<file path="config.mk">
export PLATFORM = sky130hd
export DESIGN_NAME = hqd_out_fifo
export DESIGN_NICKNAME = d
export VERILOG_FILES = /design/src/sv/hqd_pkg.sv /design/src/sv/hqd_out_fifo.sv
export SDC_FILE = /design/constraint.sdc
export NUM_CORES = 1
export LEC_CHECK = 0
export BUFFER_PORTS_ARGS = -buffer_cell sky130_fd_sc_hd__buf_2
export CAP_MARGIN = 20
export CORE_MARGIN = 2
export CORE_UTILIZATION = 30
export DETAILED_ROUTE_END_ITERATION = 16
export PLACE_DENSITY_LB_ADDON = 0.12
export SLEW_MARGIN = 20
export SYNTH_ARGS = -nofsm -noshare
export SYNTH_HDL_FRONTEND = slang
export SYNTH_SLANG_ARGS = --single-unit
</file>
<file path="constraint.sdc">
create_clock -name i_clk -period 5.6 [get_ports i_clk]
set_clock_uncertainty 0.2 [all_clocks]
set_input_delay 1.12 -clock i_clk [delete_from_list [all_inputs] [get_ports i_clk]]
set_output_delay 1.12 -clock i_clk [all_outputs]
set_load 0.005 [all_outputs]
</file>
<file path="src/sv/hqd_pkg.sv">
`timescale 1ns / 1ps
`default_nettype none

package hqd_pkg;

    // Field widths of one pixel.
    localparam int HUE_W   = 15;
    localparam int CHAN_W  = 16;
    localparam int WIDTH_W = 12;

    // Hue circle in 1/64 degree units.
    localparam logic [15:0] HUE_HALF = 16'd11520;
    localparam logic [15:0] HUE_FULL = 16'd23040;

    // Reset value of the row length register.
    localparam logic [WIDTH_W-1:0] IN_WIDTH_RST = 12'd2048;

    // Default number of output pixels per row that the row store holds.
    localparam int MAX_OUT_WIDTH_DEF = 1024;

    // Depth of the result queue in front of the master port.
    localparam int OUT_FIFO_DEPTH = 4;

    // One pixel, packed with hue in the lowest bits.
    typedef struct packed {
        logic [CHAN_W-1:0] alpha;
        logic [CHAN_W-1:0] lum;
        logic [CHAN_W-1:0] sat;
        logic [HUE_W-1:0]  hue;
    } t_hsla;

    localparam int PIX_W = $bits(t_hsla);

    // Mean of two hues over the shorter arc; a tie at 180 degrees takes the smaller.
    function automatic logic [HUE_W-1:0] hue_mean(input logic [HUE_W-1:0] a,
                                                  input logic [HUE_W-1:0] b);
        logic [HUE_W-1:0] diff;
        logic [HUE_W:0]   sum;
        logic [HUE_W-1:0] mean;
        logic [15:0]      alt_raw;
        logic [15:0]      alt;
        logic [HUE_W-1:0] res;
        diff    = (a > b) ? (a - b) : (b - a);
        sum     = {1'b0, a} + {1'b0, b};
        mean    = sum[HUE_W:1];
        alt_raw = {1'b0, mean} + HUE_HALF;
        alt     = (alt_raw >= HUE_FULL) ? (alt_raw - HUE_FULL) : alt_raw;
        if ({1'b0, diff} < HUE_HALF) begin
            res = mean;
        end else if ({1'b0, diff} > HUE_HALF) begin
            res = alt[HUE_W-1:0];
        end else begin
            res = ({1'b0, mean} < alt) ? mean : alt[HUE_W-1:0];
        end
        return res;
    endfunction

    // Floored mean of two unsigned channel values.
    function automatic logic [CHAN_W-1:0] chan_mean(input logic [CHAN_W-1:0] a,
                                                   input logic [CHAN_W-1:0] b);
        logic [CHAN_W:0] sum;
        sum = {1'b0, a} + {1'b0, b};
        return sum[CHAN_W:1];
    endfunction

    // Mean of two pixels, channel by channel.
    function automatic t_hsla pair_mean(input t_hsla x, input t_hsla y);
        t_hsla r;
        r.hue   = hue_mean(x.hue, y.hue);
        r.sat   = chan_mean(x.sat, y.sat);
        r.lum   = chan_mean(x.lum, y.lum);
        r.alpha = chan_mean(x.alpha, y.alpha);
        return r;
    endfunction

endpackage

`default_nettype wire

</file>
<file path="src/sv/hqd_out_fifo.sv">
`timescale 1ns / 1ps
`default_nettype none

module hqd_out_fifo
    import hqd_pkg::*;
#(
    parameter int WIDTH = PIX_W + 1,
    parameter int DEPTH = OUT_FIFO_DEPTH,
    localparam int PTR_W = (DEPTH > 1) ? $clog2(DEPTH) : 1,
    localparam int CNT_W = $clog2(DEPTH + 1)
) (
    input  wire logic             i_clk,
    input  wire logic             i_rst_n,
    input  wire logic             i_push,
    input  wire logic [WIDTH-1:0] i_data,
    input  wire logic             i_pop,
    output logic      [WIDTH-1:0] o_data,
    output logic                  o_valid,
    output logic      [CNT_W-1:0] o_count
);

    logic [WIDTH-1:0] r_buf [DEPTH];
    logic [PTR_W-1:0] r_wr_ptr;
    logic [PTR_W-1:0] r_rd_ptr;
    logic [CNT_W-1:0] r_count;
    logic [PTR_W-1:0] n_wr_ptr;
    logic [PTR_W-1:0] n_rd_ptr;
    logic [CNT_W-1:0] n_count;
    logic             pop_ok;

    assign pop_ok = i_pop && (r_count != '0);

    // Pointer wrap and occupancy.
    always_comb begin
        n_wr_ptr = r_wr_ptr;
        n_rd_ptr = r_rd_ptr;
        n_count  = r_count;
        if (i_push) begin
            n_wr_ptr = (32'(r_wr_ptr) == DEPTH - 1) ? '0 : r_wr_ptr + 1'b1;
        end
        if (pop_ok) begin
            n_rd_ptr = (32'(r_rd_ptr) == DEPTH - 1) ? '0 : r_rd_ptr + 1'b1;
        end
        if (i_push && !pop_ok) begin
            n_count = r_count + 1'b1;
        end else if (!i_push && pop_ok) begin
            n_count = r_count - 1'b1;
        end
    end

    always_ff @(posedge i_clk) begin
        if (!i_rst_n) begin
            r_wr_ptr <= '0;
            r_rd_ptr <= '0;
            r_count  <= '0;
        end else begin
            r_wr_ptr <= n_wr_ptr;
            r_rd_ptr <= n_rd_ptr;
            r_count  <= n_count;
        end
    end

    // Entry storage; no reset needed for payload.
    always_ff @(posedge i_clk) begin
        if (i_push) begin
            r_buf[r_wr_ptr] <= i_data;
        end
    end

    assign o_data  = r_buf[r_rd_ptr];
    assign o_valid = (r_count != '0);
    assign o_count = r_count;

endmodule

`default_nettype wire

</file>
==> metrics.txt <==
Clock Tree Buf Depth=3; GRT met2 Usage=19.9%; CTS resizes=0; clk sinks=265; drt drc=0; Die Area=34000 um^2; slowest cell on the critical path=dfxtp_4; Die X-Extent=184 um; top-count cell post-synth=edfxtp_1; final wirelength=19300 um; CP Class=reg -> out; Post-Synthesis Cell Area=9760 um^2; power share of the clock group=a little over a third; top_reg_cell synth=edfxtp_1; ys async rst share=0%; initial drt markers=212; Critical Path Source Type=register; sequential fraction of design power=47.4%; setup tns final=0 ns; Syn Nets=around 450; drt wl/cell=19.3 um; final setup vio count=0; H-Tree Depth=1; maximum VDD drop=0.000254 V; Placer Congestion=approximately 0.66; drt first pass iters=4; slowest cell delay on critical path=between 0.7 and 0.8 ns; Reg clk slew, reported paths=0.06 ns; first-pass GRT wire length=approximately 28000 um; final hold violation count=0; top-area cell type share of the netlist area=78.7%; worst skew pair latency=0.53 ns; Top Usage Layer GRT=met2; count of different cell masters after synthesis=23; syn avg cell area=between 20 and 30 um^2; met1 Usage GRT=roughly an eighth; GRT overflow=0; Yosys reg bits=about 270; IO Port Bufs=135; Slew @ Worst Pin=0.637 ns; internal power=3.85 mW; Tightest Hold Check Type=reg -> reg; status=complete, no violations; met3 Use GR=2.75%; Synth area leaders=edfxtp_1 (79%), mux4_2 (14%), dfxtp_1 (1.8%); static leakage=3.95 nW; Syn Inst Count=379; crit-path cells=buf_12 -> mux4_1 -> buf_2; share of cells above drive strength 1=44.1%; Critical Path AT=roughly 2.5 ns; reg-to-reg endpoint=o_count[2]; CP max FO=36; Slew headroom=57.5%; initial antenna violation count=2; Syn. warnings=0; GRT Total Usage=between 10% and 20%; Nets=roughly 600; Hold Path Cell Cnt=2; vias in the first global route=4743; Final Max Tran Viols=0; fin util=36.8%; Peak Freq=between 0.2 and 0.3 GHz; Routed Antenna Nets=0; CTS Hold Bufs=0; Layout area overhead=21.7%; Pwr Density=424 nW/um^2; post-route clock period utilization=68.0%; Fillers=2972; CTS Root Cell=clkbuf_16; vias post-DR=4395; IO Pins=136; max-cap viol count=0; CTS tree=done; sw frac=23.5%; die height=roughly 180 um; WP data required=4.28 ns; Post-synth top cells=edfxtp_1 (256), mux4_2 (60), dfxtp_1 (9); Comb power frac=between 15 and 20%; Worst Reg2Reg Path Length in Cells=7; R2R Path Start=o_count[0]; reg2reg setup slack=3.06 ns; unrepaired setup endpoints after global routing=no; DR vias/cell=4.39; Post-synth EDFFs=256; pin count of the biggest net entering global routing=65; Final min period=3.81 ns; Psw=1.19 mW; CTS buffer count=30; CP Capture Type=output port; Detail Placement HPWL=10700 um; Rows=66; Hold Path Origin=r_rd_ptr[1]; Setup Fix Bufs, Post-CTS=0; Seq/Total Area, Yosys=80.6%; hold slack=0.325 ns; initial core utilization=between 30 and 40%; cell taking the most area after synthesis=edfxtp_1; Core Box Area=32300 um^2
==> flip-flops by register name, indices dropped and copies added (netlist names), named ones only <==
register	flops
o_count	3
r_buf	256
r_rd_ptr	2
r_wr_ptr	2
==> worst max-delay path: cells and delay by family (launching register included) <==
family	cells	cell delay (ns)
buffers and inverters	2	0.53
flip-flops	1	0.76
multiplexers	1	0.63
==> metrics by stage <==
| step | power [mW] | cell area, um^2 | instances | worst slack [ns] |
|---|---|---|---|---|
| 6_report | 5.04 | 11900 | 1001 | 1.79 |
| 5_1_grt | 5.28 | 11900 | 1000 | 1.58 |
| 4_1_cts | 5.14 | 11900 | 999 | 1.64 |
| 3_5_place_dp | 3.29 | 10900 | 947 | 2.22 |
| 3_3_place_gp | 3.27 | 10900 | 945 | 2.27 |
| 2_1_floorplan | 2.98 | 9760 | 379 | 2.34 |
==> cells by family after synthesis <==
kind of cell	Yosys count	share of synthesized area, %
AND/OR/NAND/NOR	16	0.897
AO/OA/AOI/OAI	5	0.308
XOR/XNOR	2	0.179
buffers and inverters	17	1.82
multiplexers	67	15.2
adder cells (fa/ha/maj)	7	0.974
flip-flops	265	80.6
==> layer usage <==
metal / vias up / routed length [um]
li1: 1947 / -
met3: 36 / 1120
met4: 2 / 555
met2: 116 / 9720
met5: - / 13
met1: 2294 / 7890
==> worst max-delay path by stage <==
stage	endpoint	start	slack (ns)	cells after the start
6_report	o_data[51]	register	1.79	3
4_1_cts	o_data[51]	register	1.64	3
3_5_place_dp	o_data[51]	register	2.22	3
3_3_place_gp	o_data[51]	register	2.27	3
5_1_grt	o_data[51]	register	1.58	3
2_1_floorplan	r_buf[0][0]	i_push	2.34	1
==> power by group through the flow <==
stage	registers [mW]	clock network, mW	logic (mW)
detailed placement	2.46	0	0.829
global route	2.41	1.96	0.908
CTS	2.42	1.89	0.833
global placement	2.46	0	0.818
finish	2.39	1.82	0.827
floorplan	2.35	0	0.633
==> final cells by class <==
class | count | area (um^2) | share of cell area (%)
antenna | 1 | 2.50 | 0.0211
tap | 442 | 553 | 4.66
multi-input combinational | 97 | 1730 | 14.5
clock inverter | 11 | 105 | 0.885
clock buffer | 41 | 813 | 6.85
sequential | 265 | 7880 | 66.3
timing repair buffer | 141 | 793 | 6.68
inverter | 3 | 11.3 | 0.0948
==> cell usage in the layout, fill, tap and decap left out, types with 3 or more instances in the layout <==
master,synthesis,routed
and2_4,0,4
buf_16,0,3
buf_2,6,135
clkbuf_1,0,10
clkbuf_16,0,31
clkinv_1,0,3
clkinv_2,0,5
dfxtp_1,9,7
edfxtp_1,256,256
ha_1,6,6
inv_1,3,3
mux2i_1,3,3
mux4_1,4,4
mux4_2,60,60
nor2b_1,3,3
o21ai_0,3,3
Note: power is estimated with default switching activity, not from simulation.
