==> config.mk <==
export PLATFORM = sky130hd
export DESIGN_NAME = hqd_ram
export DESIGN_NICKNAME = d
export VERILOG_FILES = /design/src/sv/hqd_ram.sv
export SDC_FILE = /design/constraint.sdc
export NUM_CORES = 1
export LEC_CHECK = 0
export BUFFER_PORTS_ARGS = -buffer_cell sky130_fd_sc_hd__clkbuf_2
export CAP_MARGIN = 20
export CORE_ASPECT_RATIO = 1.2
export CORE_MARGIN = 3
export CORE_UTILIZATION = 55
export DETAILED_ROUTE_END_ITERATION = 10
export PLACE_DENSITY = 0.73
export SLEW_MARGIN = 20
export SYNTH_ARGS = -nofsm -noshare
export SYNTH_HDL_FRONTEND = slang
export SYNTH_SLANG_ARGS = --single-unit
export TNS_END_PERCENT = 5
==> constraint.sdc <==
create_clock -name i_clk -period 2.38 [get_ports i_clk]
set_input_delay 0.119 -clock i_clk [delete_from_list [all_inputs] [get_ports i_clk]]
set_output_delay 0.119 -clock i_clk [all_outputs]
set_load 0.02 [all_outputs]
==> src/sv/hqd_ram.sv <==
`timescale 1ns / 1ps
`default_nettype none

module hqd_ram #(
    parameter int WIDTH = 8,
    parameter int DEPTH = 16,
    localparam int ADDR_W = (DEPTH > 1) ? $clog2(DEPTH) : 1
) (
    input  wire logic              i_clk,
    input  wire logic              i_wr_en,
    input  wire logic [ADDR_W-1:0] i_wr_addr,
    input  wire logic [WIDTH-1:0]  i_wr_data,
    input  wire logic              i_rd_en,
    input  wire logic [ADDR_W-1:0] i_rd_addr,
    output logic      [WIDTH-1:0]  o_rd_data
);

    logic [WIDTH-1:0] r_mem [DEPTH];
    logic [WIDTH-1:0] r_rd_data;

    // One write port and one registered read port.
    always_ff @(posedge i_clk) begin
        if (i_wr_en) begin
            r_mem[i_wr_addr] <= i_wr_data;
        end
        if (i_rd_en) begin
            r_rd_data <= r_mem[i_rd_addr];
        end
    end

    assign o_rd_data = r_rd_data;

endmodule

`default_nettype wire

==> results of run 1 <==
flip-flops by register name (all words and copies together), names as in the netlist:
name and count:
r_mem 128, o_rd_data 8
kinds of logic (layout without fill, tap and decap cells):
logic type	Yosys count	after routing	synth area share, %
buffers and inverters	10	75	1.651
flip-flops	136	136	78.12
AND/OR/NAND/NOR	35	35	3.136
multiplexers	32	32	14.79
AO/OA/AOI/OAI	16	16	2.298
layer usage:
| metal | vias to the layer above | share of wire, % |
|---|---|---|
| met2 | 110 | 51 |
| met3 | 8 | 7.2 |
| met4 | 0 | 1.2 |
| li1 | 1088 | - |
| met1 | 1204 | 40 |
| met5 | - | 0 |
cell usage in the layout (no fill, tap or decap), types with 4 or more instances in the layout:
master                      instances
sky130_fd_sc_hd__a22oi_1           16
sky130_fd_sc_hd__buf_4             15
sky130_fd_sc_hd__bufinv_16          5
sky130_fd_sc_hd__clkbuf_1           4
sky130_fd_sc_hd__clkbuf_16         16
sky130_fd_sc_hd__clkbuf_2          26
sky130_fd_sc_hd__clkinv_1           4
sky130_fd_sc_hd__edfxtp_1         136
sky130_fd_sc_hd__mux4_1            14
sky130_fd_sc_hd__mux4_2            18
sky130_fd_sc_hd__nand2_1            9
sky130_fd_sc_hd__nor2_1            13
sky130_fd_sc_hd__nor3_1             4
worst max path at each step:
stage	start	end	slack, ns	cells past startpoint
after detailed placement	i_rd_addr[0]	o_rd_data[1]$_DFFE_PP_	0.69	5
after global routing	r_mem[10][4]$_DFFE_PP_	o_rd_data[4]$_DFFE_PP_	0.85	3
after floorplan	i_wr_addr[2]	r_mem[0][0]$_DFFE_PP_	0.77	2
final	r_mem[0][4]$_DFFE_PP_	o_rd_data[4]$_DFFE_PP_	0.89	3
after global placement	i_rd_addr[0]	o_rd_data[1]$_DFFE_PP_	0.68	5
after CTS	r_mem[1][3]$_DFFE_PP_	o_rd_data[3]$_DFFE_PP_	0.90	3
cell type report:
cell class	count	area [µm²]
Tap cell	120	150.1
Fill cell	576	2948
Clock inverter	11	177.7
Sequential cell	136	4084
Clock buffer	21	429.2
Timing Repair Buffer	43	282.8
Multi-Input combinational cell	83	1057
power breakdown:
part	internal, mW	switching [mW]	total (mW)
registers	2.70	0.0156	2.72
logic	0.103	0.146	0.249
clock network	1.79	0.889	2.68
through the flow:
stage	instances	hold WS (ns)	total power, mW	cell area, µm²	util [%]
after floorplan	229	0.2179	2.910	5228	-
after detailed placement	382	0.5448	3.018	5574	61.06
after global placement	382	0.5106	3.009	5574	61.06
after global routing	414	0.005267	5.821	6181	67.71
after CTS	414	0.007209	5.683	6181	67.71
final	414	0.02682	5.643	6181	67.71
==> impl_summary.txt, run 1 <==
----------------------------------------------------
[Pwr]
  Maximum VDD drop ... between 0.5 and 0.6 mV
  Power density over cell area ... slightly above 900 nW/µm²
  Static Leakage ... roughly 2.1 nW

[Global routing]
  Global-route wire length before repair ... about 15 mm
  Initial antenna violation count ... 0
  Via count of the first global-routing pass ... approximately 2,600
  Largest net degree at the start of global routing ... 33
  Met2 track demand over resource in global routing ... 30.71%
  Layer carrying the most global-route usage ... met2
  Remaining Overflow, GRT ... 0
  Met1 layer usage reported by global route ... 28.52%
  Tot GR Track Use ... between 20% and 30%
  Global-route track usage on met3 ... under 10%

[Synthesis]
  Instance count of the mapped netlist ... 229
  Async S/R FF share, synth ... 0%
  Cell accounting for the most synthesized area ... sky130_fd_sc_hd__edfxtp_1
  Most used flip-flop cell after synthesis ... sky130_fd_sc_hd__edfxtp_1
  Mean cell area of the mapped netlist ... 22.83 µm²
  Synth Cell Area ... ~5200 µm²
  FF+latch count, synth ... 136
  Sequential-to-total area share from yosys stat ... approximately four fifths
  Number of enable-type register cells in the synthesized netlist ... about 140
  Largest cells by area after synthesis ... sky130_fd_sc_hd__edfxtp_1, sky130_fd_sc_hd__mux4_2, sky130_fd_sc_hd__mux4_1
  Cell types with the highest counts after synthesis ... sky130_fd_sc_hd__edfxtp_1, sky130_fd_sc_hd__mux4_2, sky130_fd_sc_hd__a22oi_1
  Synthesized net count ... 248
  YS warnings ... 0
  Count leader, synth ... sky130_fd_sc_hd__edfxtp_1
  Yosys top cell area share ... 78.12%
  Post-synthesis cell type count ... 18

[Place]
  Worst setup slack before clock tree synthesis ... 0.6894 ns
  Port Buffers ... 26
  Placer's final routability congestion estimate ... ~0.75
  HPWL after detailed placement ... ~6 mm

[Clock tree]
  Hold buffer count at cts ... 0
  Clock Path Buffers ... 2
  Resized cells post-CTS ... 0
  Clock tree from TritonCTS ... built
  Post-CTS Setup Inserts ... 0
  Inserted Clock Buffers ... 17
  Clock tree sinks ... around 140
  H-tree levels ... 4
  Skew-Pair Late Insertion Delay ... between 0.5 and 0.6 ns
  Root Buffer Master ... sky130_fd_sc_hd__clkbuf_8
  CTS clk-pin slew, worst paths ... 0.06 ns

[Drt]
  DRC violation count after routing ... 0
  Initial DRT Pass Iterations ... 4
  Post-detailed-route via-to-cell ratio ... slightly below 6
  DRC marker count from the first detailed-route iteration ... about 260
  Routed length per placed instance ... 23.48 µm
  Routed Antenna Nets ... 0
  Aggregate routed wire length ... around 9.7 mm
  DR vias ... approximately 2,400

[Timing]
  Number of pins exceeding their max-slew limit in the final report ... 0
  Largest clock skew in the final design ... between 0.005 and 0.006 ns
  Highest clock frequency the design can meet ... between 0.6 and 0.7 GHz
  PnR worst setup slack ... 0.8942 ns
  Portion of the clock cycle consumed by the worst path in the final layout ... 62.43%
  Worst slew pin tran ... approximately 0.80 ns
  Post-route setup TNS ... 0 ns
  Post-layout min period ... 1.486 ns
  Hold Vio Cnt, Final ... 0
  RSZ-0062 raised after global routing ... false
  Slew Limit Headroom ... 46.66%
  Count of endpoints failing setup in the final report ... 0

[Floorplanning]
  Count of boundary I/O pins ... 27
  Horiz. Die Dim ... approximately 95 µm
  Floorplan core area ... between 9000 and 10,000 µm²
  Die outline height ... approximately 110 µm
  Core Rows ... 38
  Die area ... approximately 11,000 µm²
  Effective utilization at floorplan ... between 50% and 60%

[Setup path]
  Required time of the critical path ... approximately 2.6 ns
  Chain of cells forming the critical path ... mux4_2 > a22oi_1 > nand2_1
  Worst-path cell with the longest stage delay ... sky130_fd_sc_hd__mux4_2
  Internal reg-to-reg setup slack ... 0.89 ns
  Endpoint class of the critical path ... register
  Max incr delay on CP ... around 0.47 ns
  Dominant delay contributor by cell family on the critical path ... multiplexers
  Critical R2R Capture ... o_rd_data[4]$_DFFE_PP_
  Classification of the worst setup path ... reg2reg
  Crit path arrival time ... 1.74 ns
  Worst Path Max Fanout ... 1
  Worst path bufs/invs ... 0
  R2r startpoint ... r_mem[0][4]$_DFFE_PP_
  Launching element type of the critical path ... register
  Worst reg2reg path depth ... 3

[Final layout]
  Diode insertion count for antenna repair ... 0
  Share of layout cells above drive strength 1 ... around 29%
  Post-layout nets ... 300
  Synthesis-to-layout area growth ... 18.24%

[Min path]
  Cell depth of the worst hold path ... 1
  Worst hold path endpoint ... o_rd_data[5]$_DFFE_PP_
  Kind of path behind the tightest hold check ... in2reg
  Launch instance of the worst min-delay path ... i_rd_en

[Outcome]
  Status ... completed

[Flow run]
  Number of maximum-capacitance violations ... 0

----------------------------------------------------
No activity file was read; power rests on OpenSTA's default activity.
==> run 2, diff against run 1 <==
==> constraint.sdc (replaced) <==
create_clock -name i_clk -period 1.42 [get_ports i_clk]
set_input_delay 0.071 -clock i_clk [delete_from_list [all_inputs] [get_ports i_clk]]
set_output_delay 0.071 -clock i_clk [all_outputs]
set_load 0.02 [all_outputs]
==> impl_summary.txt, run 2 (same netlist as run 1, synthesis figures left out) <==
----------------------------------------------------
[Outcome]
  Status ... completed

[Global routing]
  Largest net degree at the start of global routing ... 23
  Global-route wire length before repair ... 14.86 mm
  Tot GR Track Use ... between 20% and 30%
  Via count of the first global-routing pass ... 2,625
  Initial antenna violation count ... 0
  Remaining Overflow, GRT ... 0

[Timing]
  Largest clock skew in the final design ... 0.006358 ns
  Post-layout min period ... roughly 1.4 ns
  Number of pins exceeding their max-slew limit in the final report ... 0
  Hold Vio Cnt, Final ... 0
  Portion of the clock cycle consumed by the worst path in the final layout ... approximately 99%
  Count of endpoints failing setup in the final report ... 0
  RSZ-0062 raised after global routing ... true
  Highest clock frequency the design can meet ... between 0.7 and 0.8 GHz
  Worst slew pin tran ... 0.9384 ns
  Slew Limit Headroom ... a little under two fifths

[Clock tree]
  Clock Path Buffers ... 2
  Skew-Pair Late Insertion Delay ... between 0.5 and 0.6 ns
  Clock tree from TritonCTS ... built
  H-tree levels ... 4
  Inserted Clock Buffers ... 17
  Clock tree sinks ... between 100 and 150
  CTS clk-pin slew, worst paths ... about 0.06 ns
  Root Buffer Master ... sky130_fd_sc_hd__clkbuf_8

[Floorplanning]
  Die area ... 10,720 µm²
  Horiz. Die Dim ... approximately 95 µm
  Core Rows ... 38
  Count of boundary I/O pins ... 27
  Die outline height ... around 110 µm
  Effective utilization at floorplan ... between 50 and 60%
  Floorplan core area ... approximately 9100 µm²

[Setup path]
  Dominant delay contributor by cell family on the critical path ... multiplexers
  Endpoint class of the critical path ... register
  Worst path bufs/invs ... 0
  Required time of the critical path ... 1.68 ns
  Crit path arrival time ... approximately 1.7 ns
  Worst Path Max Fanout ... 1
  Launching element type of the critical path ... register
  Internal reg-to-reg setup slack ... approximately 0.019 ns
  Worst-path cell with the longest stage delay ... sky130_fd_sc_hd__mux4_2
  Classification of the worst setup path ... reg2reg
  Max incr delay on CP ... ~0.48 ns
  Chain of cells forming the critical path ... mux4_2 > a22oi_2 > nand2_1

[Drt]
  Aggregate routed wire length ... ~9.7 mm
  DRC marker count from the first detailed-route iteration ... 200
  DR vias ... 2,535
  DRC violation count after routing ... 0
  Post-detailed-route via-to-cell ratio ... approximately 6
  Routed length per placed instance ... between 20 and 25 µm
  Routed Antenna Nets ... 0
  Initial DRT Pass Iterations ... 4

[Flow run]
  Number of maximum-capacitance violations ... 0

[Final layout]
  Register containing the most flip-flops in the final layout ... r_mem
  Core occupancy in the finished layout ... 68.98%
  Post-layout nets ... 321
  Final cell area excluding filler cells ... around 6300 µm²
  Flip-flop count of the largest register after layout ... 128
  Highest-count cells in the layout ignoring fill and taps ... sky130_fd_sc_hd__edfxtp_1, sky130_fd_sc_hd__mux4_2, sky130_fd_sc_hd__clkbuf_2, sky130_fd_sc_hd__buf_4, sky130_fd_sc_hd__clkbuf_16
  Diode insertion count for antenna repair ... 0
  Synthesis-to-layout area growth ... 20.46%
  Commonest non-fill, non-tap cell in the layout ... sky130_fd_sc_hd__edfxtp_1
  Share of layout cells above drive strength 1 ... between 30% and 40%
  Final non-filler cell total ... 434

[Place]
  Placer's final routability congestion estimate ... between 0.7 and 0.8
  Post-detailed-placement cell area ... between 5000 and 6000 µm²
  HPWL after detailed placement ... roughly 6.1 mm
  Port Buffers ... 26
  Inst Count DP ... just under 400

[Pwr]
  Static Leakage ... around 2.1 nW
  Power density over cell area ... 1394 nW/µm²
  Maximum VDD drop ... between 1 and 1.5 mV
  Sum of internal, switching and leakage power ... just under 9 mW

[Min path]
  Kind of path behind the tightest hold check ... in2reg

----------------------------------------------------
## run 2: cell types whose count changed in the layout (fill, tap and decap cells not counted), moves of 4 or more
| cell | delta |
|---|---|
| sky130_fd_sc_hd__bufinv_16 | -4 |
| sky130_fd_sc_hd__mux4_1 | -10 |
| sky130_fd_sc_hd__dlygate4sd3_1 | +9 |
| sky130_fd_sc_hd__a22oi_2 | +11 |
| sky130_fd_sc_hd__buf_4 | +11 |
| sky130_fd_sc_hd__mux4_2 | +10 |
| sky130_fd_sc_hd__a22oi_1 | -11 |
| sky130_fd_sc_hd__clkinv_2 | +5 |
## run 2: path summary, 6_finish.rpt
check                    startpoint                     end  depth (start not counted)
max           r_mem[0][2]$_DFFE_PP_  o_rd_data[2]$_DFFE_PP_                          3
min reg2reg  r_mem[14][4]$_DFFE_PP_  o_rd_data[4]$_DFFE_PP_                          3
min                    i_wr_addr[1]   r_mem[0][7]$_DFFE_PP_                          3
max reg2reg   r_mem[0][2]$_DFFE_PP_  o_rd_data[2]$_DFFE_PP_                          3
## run 2: worst min-delay path: cells and delay by family
| family | cells | cell delay, ns |
|---|---|---|
| AND/OR/NAND/NOR | 1 | 0.07 |
| buffers and inverters | 2 | 0.31 |
## run 2: area by class of cell
class	count	area [µm²]
Sequential cell	136	4084
Fill cell	584	2831
Multi-Input combinational cell	83	1080
Timing Repair Buffer	64	475.5
Clock buffer	19	421.7
Tap cell	120	150.1
Clock inverter	12	86.33
## run 2: metal layers
metal	global-route usage (%)	part of all wire [%]
met1	26.90	42
met2	32.22	50
met3	5.253	6.5
met4	8.085	1.7
met5	0	0
## run 2: through the flow
stage                     hold WS, ns  setup slack [ns]  setup TNS (ns)
final                          0.1073           0.01920               0
after global routing          0.09188         -0.007910        -0.01692
after CTS                     0.07971         -0.003485       -0.006657
after detailed placement       0.4680           -0.1757          -1.051
after global placement         0.4611           -0.1599         -0.9029
after floorplan                0.1699           0.06659               0
## run 2: where the power goes
group	internal (mW)	switching [mW]	leakage, nW	total [mW]
Sequential	4.53	0.0235	1.24	4.55
Combinational	0.220	0.271	0.645	0.492
Clock	2.26	1.47	0.249	3.74
Total	7.01	1.77	2.13	8.78
## run 2: what timing repair did
action,in CTS,in global routing
pin swaps,1,8
hold endpoints to repair,121,0
setup buffers,0,0
endpoints found under the setup margin,6,8
hold buffers,9,0
gates resized for setup,9,12
==> run 3, diff against run 2 <==
--- a/config.mk
+++ b/config.mk
@@ -9,9 +9,8 @@
 export CAP_MARGIN = 20
 export CORE_ASPECT_RATIO = 1.2
 export CORE_MARGIN = 3
-export CORE_UTILIZATION = 55
+export CORE_UTILIZATION = 40
 export DETAILED_ROUTE_END_ITERATION = 10
-export PLACE_DENSITY = 0.73
 export SLEW_MARGIN = 20
 export SYNTH_ARGS = -nofsm -noshare
 export SYNTH_HDL_FRONTEND = slang
==> impl_summary.txt, run 3 (same netlist as run 1, synthesis figures left out) <==
----------------------------------------------------
[Global routing]
  Initial antenna violation count ... 0
  Largest net degree at the start of global routing ... 17
  Remaining Overflow, GRT ... 0
  Global-route wire length before repair ... between 15 and 20 mm
  Tot GR Track Use ... between 15 and 20%
  Via count of the first global-routing pass ... roughly 2,600

[Pwr]
  Maximum VDD drop ... roughly 0.74 mV
  Sum of internal, switching and leakage power ... 9.483 mW
  Internal power contribution ... 7.647 mW
  Net switching power ... 1.836 mW
  Relative contribution of combinational cells to total power ... approximately 4.9%
  Relative contribution of the clock network to total power ... between 40% and 50%
  Power density over cell area ... 1501 nW/µm²
  Share of total power consumed by net switching ... between 10% and 20%
  Sequential power share ... a little under half
  Static Leakage ... about 2.1 nW

[Clock tree]
  Clock Path Buffers ... 2
  Post-CTS Setup Inserts ... 0
  Clock tree sinks ... roughly 140
  Clock tree from TritonCTS ... built
  Root Buffer Master ... sky130_fd_sc_hd__clkbuf_16
  Skew-Pair Late Insertion Delay ... ~0.4 ns
  CTS clk-pin slew, worst paths ... roughly 0.06 ns
  H-tree levels ... 4
  Inserted Clock Buffers ... 17

[Floorplanning]
  Core Rows ... 45
  Effective utilization at floorplan ... between 40% and 50%
  Floorplan core area ... 12,720 µm²
  Horiz. Die Dim ... around 110 µm
  Count of boundary I/O pins ... 27
  Die area ... 14,480 µm²
  Die outline height ... ~130 µm

[Setup path]
  Dominant delay contributor by cell family on the critical path ... multiplexers
  Crit path launch ... r_mem[8][1]$_DFFE_PP_
  Endpoint class of the critical path ... register
  Worst path bufs/invs ... 0
  Critical R2R Capture ... o_rd_data[1]$_DFFE_PP_
  Max incr delay on CP ... about 0.48 ns
  Required time of the critical path ... 1.57 ns
  Chain of cells forming the critical path ... mux4_2 > a22oi_2 > nand2_1
  Classification of the worst setup path ... reg2reg
  Worst reg2reg path depth ... 3
  Worst-path cell with the longest stage delay ... sky130_fd_sc_hd__mux4_2
  Internal reg-to-reg setup slack ... ~0.011 ns
  Worst Path Max Fanout ... 1
  Launching element type of the critical path ... register
  Crit path arrival time ... 1.56 ns
  R2r startpoint ... r_mem[8][1]$_DFFE_PP_

[Timing]
  Largest clock skew in the final design ... 0.009854 ns
  Slew Limit Headroom ... around 34%
  Number of pins exceeding their max-slew limit in the final report ... 0
  Worst hold slack after final layout ... 0.09646 ns
  Count of endpoints failing setup in the final report ... 0
  Worst slew pin tran ... slightly below 1 ns
  Post-layout min period ... approximately 1.4 ns
  RSZ-0062 raised after global routing ... true
  Highest clock frequency the design can meet ... between 0.7 and 0.8 GHz
  Portion of the clock cycle consumed by the worst path in the final layout ... between 90% and 100%
  Hold Vio Cnt, Final ... 0
  Post-route setup TNS ... 0 ns
  PnR worst setup slack ... approximately 0.011 ns

[Min path]
  Launch instance of the worst min-delay path ... i_rd_en
  Cell depth of the worst hold path ... 1
  Worst hold path endpoint ... o_rd_data[5]$_DFFE_PP_
  Kind of path behind the tightest hold check ... in2reg

[Drt]
  DRC marker count from the first detailed-route iteration ... 204
  DR vias ... 2,499
  Aggregate routed wire length ... approximately 10 mm
  Initial DRT Pass Iterations ... 4
  DRC violation count after routing ... 0
  Post-detailed-route via-to-cell ratio ... between 5 and 6
  Routed Antenna Nets ... 0
  Routed length per placed instance ... around 22 µm

[Final layout]
  Diode insertion count for antenna repair ... 0
  Flip-flop count of the largest register after layout ... between 100 and 150
  Commonest non-fill, non-tap cell in the layout ... sky130_fd_sc_hd__edfxtp_1
  Highest-count cells in the layout ignoring fill and taps ... sky130_fd_sc_hd__edfxtp_1, sky130_fd_sc_hd__mux4_2, sky130_fd_sc_hd__clkbuf_2
  Synthesis-to-layout area growth ... 20.87%
  Core occupancy in the finished layout ... 49.66%
  Share of layout cells above drive strength 1 ... about two fifths
  Post-layout nets ... 307
  Register containing the most flip-flops in the final layout ... r_mem

[Place]
  Placer's final routability congestion estimate ... around 0.72
  HPWL after detailed placement ... about 6.5 mm
  Worst setup slack before clock tree synthesis ... -0.2391 ns
  Port Buffers ... 26

[Flow run]
  Number of maximum-capacitance violations ... 0

[Outcome]
  Status ... completed

----------------------------------------------------
[run 3: cell types whose count changed in the layout (fill, tap and decap cells not counted), moves of 2 or more]
cell,before,now
sky130_fd_sc_hd__a22oi_1,5,7
sky130_fd_sc_hd__bufinv_16,1,4
sky130_fd_sc_hd__buf_4,26,21
sky130_fd_sc_hd__dlygate4sd3_1,9,0
sky130_fd_sc_hd__clkinvlp_4,2,5
sky130_fd_sc_hd__a22oi_2,11,9
sky130_fd_sc_hd__clkinv_2,6,1
[run 3: stage by stage]
stage | cells | cell area, µm²
finish | 465 | 6319
global route | 465 | 6319
CTS | 465 | 6335
detailed placement | 433 | 5699
global placement | 433 | 5699
floorplan | 229 | 5233
[run 3: power groups by stage]
stage / clock [mW] / sequential, mW / combinational [mW]
final: 4.46 / 4.55 / 0.469
after global routing: 4.73 / 4.56 / 0.511
after CTS: 4.54 / 4.55 / 0.471
after detailed placement: 0 / 4.63 / 0.453
after global placement: 0 / 4.63 / 0.446
after floorplan: 0 / 4.65 / 0.229
[run 3: worst reg2reg max path, stage by stage (launching register included)]
cell	delay (ns)
sky130_fd_sc_hd__edfxtp_1	0.38
sky130_fd_sc_hd__mux4_2	0.48
sky130_fd_sc_hd__a22oi_2	0.22
sky130_fd_sc_hd__nand2_1	0.08
[run 3: timing repair]
item                       4_1_cts  5_1_grt
setup endpoints to repair        7        8
pin swaps                        5        4
cloned                           0        0
hold buffers                     0        0
resized for setup               10        9
[run 3: cell type report]
cell class | instances | area [µm²]
Fill cell | 1055 | 6406
Multi-Input combinational cell | 83 | 1070
Clock buffer | 19 | 432.9
Clock inverter | 13 | 178.9
Timing Repair Buffer | 50 | 347.8
Tap cell | 164 | 205.2
Sequential cell | 136 | 4084
[run 3: worst max-delay path by stage]
stage | to | cells after the start | slack, ns
after floorplan | o_rd_data[1]$_DFFE_PP_ | 5 | 0.07
after global placement | o_rd_data[5]$_DFFE_PP_ | 5 | -0.26
after detailed placement | o_rd_data[5]$_DFFE_PP_ | 5 | -0.24
after CTS | o_rd_data[4]$_DFFE_PP_ | 3 | 0.001
after global routing | o_rd_data[1]$_DFFE_PP_ | 3 | -0.03
final | o_rd_data[1]$_DFFE_PP_ | 3 | 0.01
[run 3: per-layer routing]
metal / GRT usage (%) / routed length (µm) / up-vias
met5: 0 / 0 / -
met4: 5.749 / 145 / 0
met3: 4.177 / 473 / 8
met2: 23.72 / 5240 / 77
met1: 19.81 / 4165 / 1326
li1: - / - / 1088
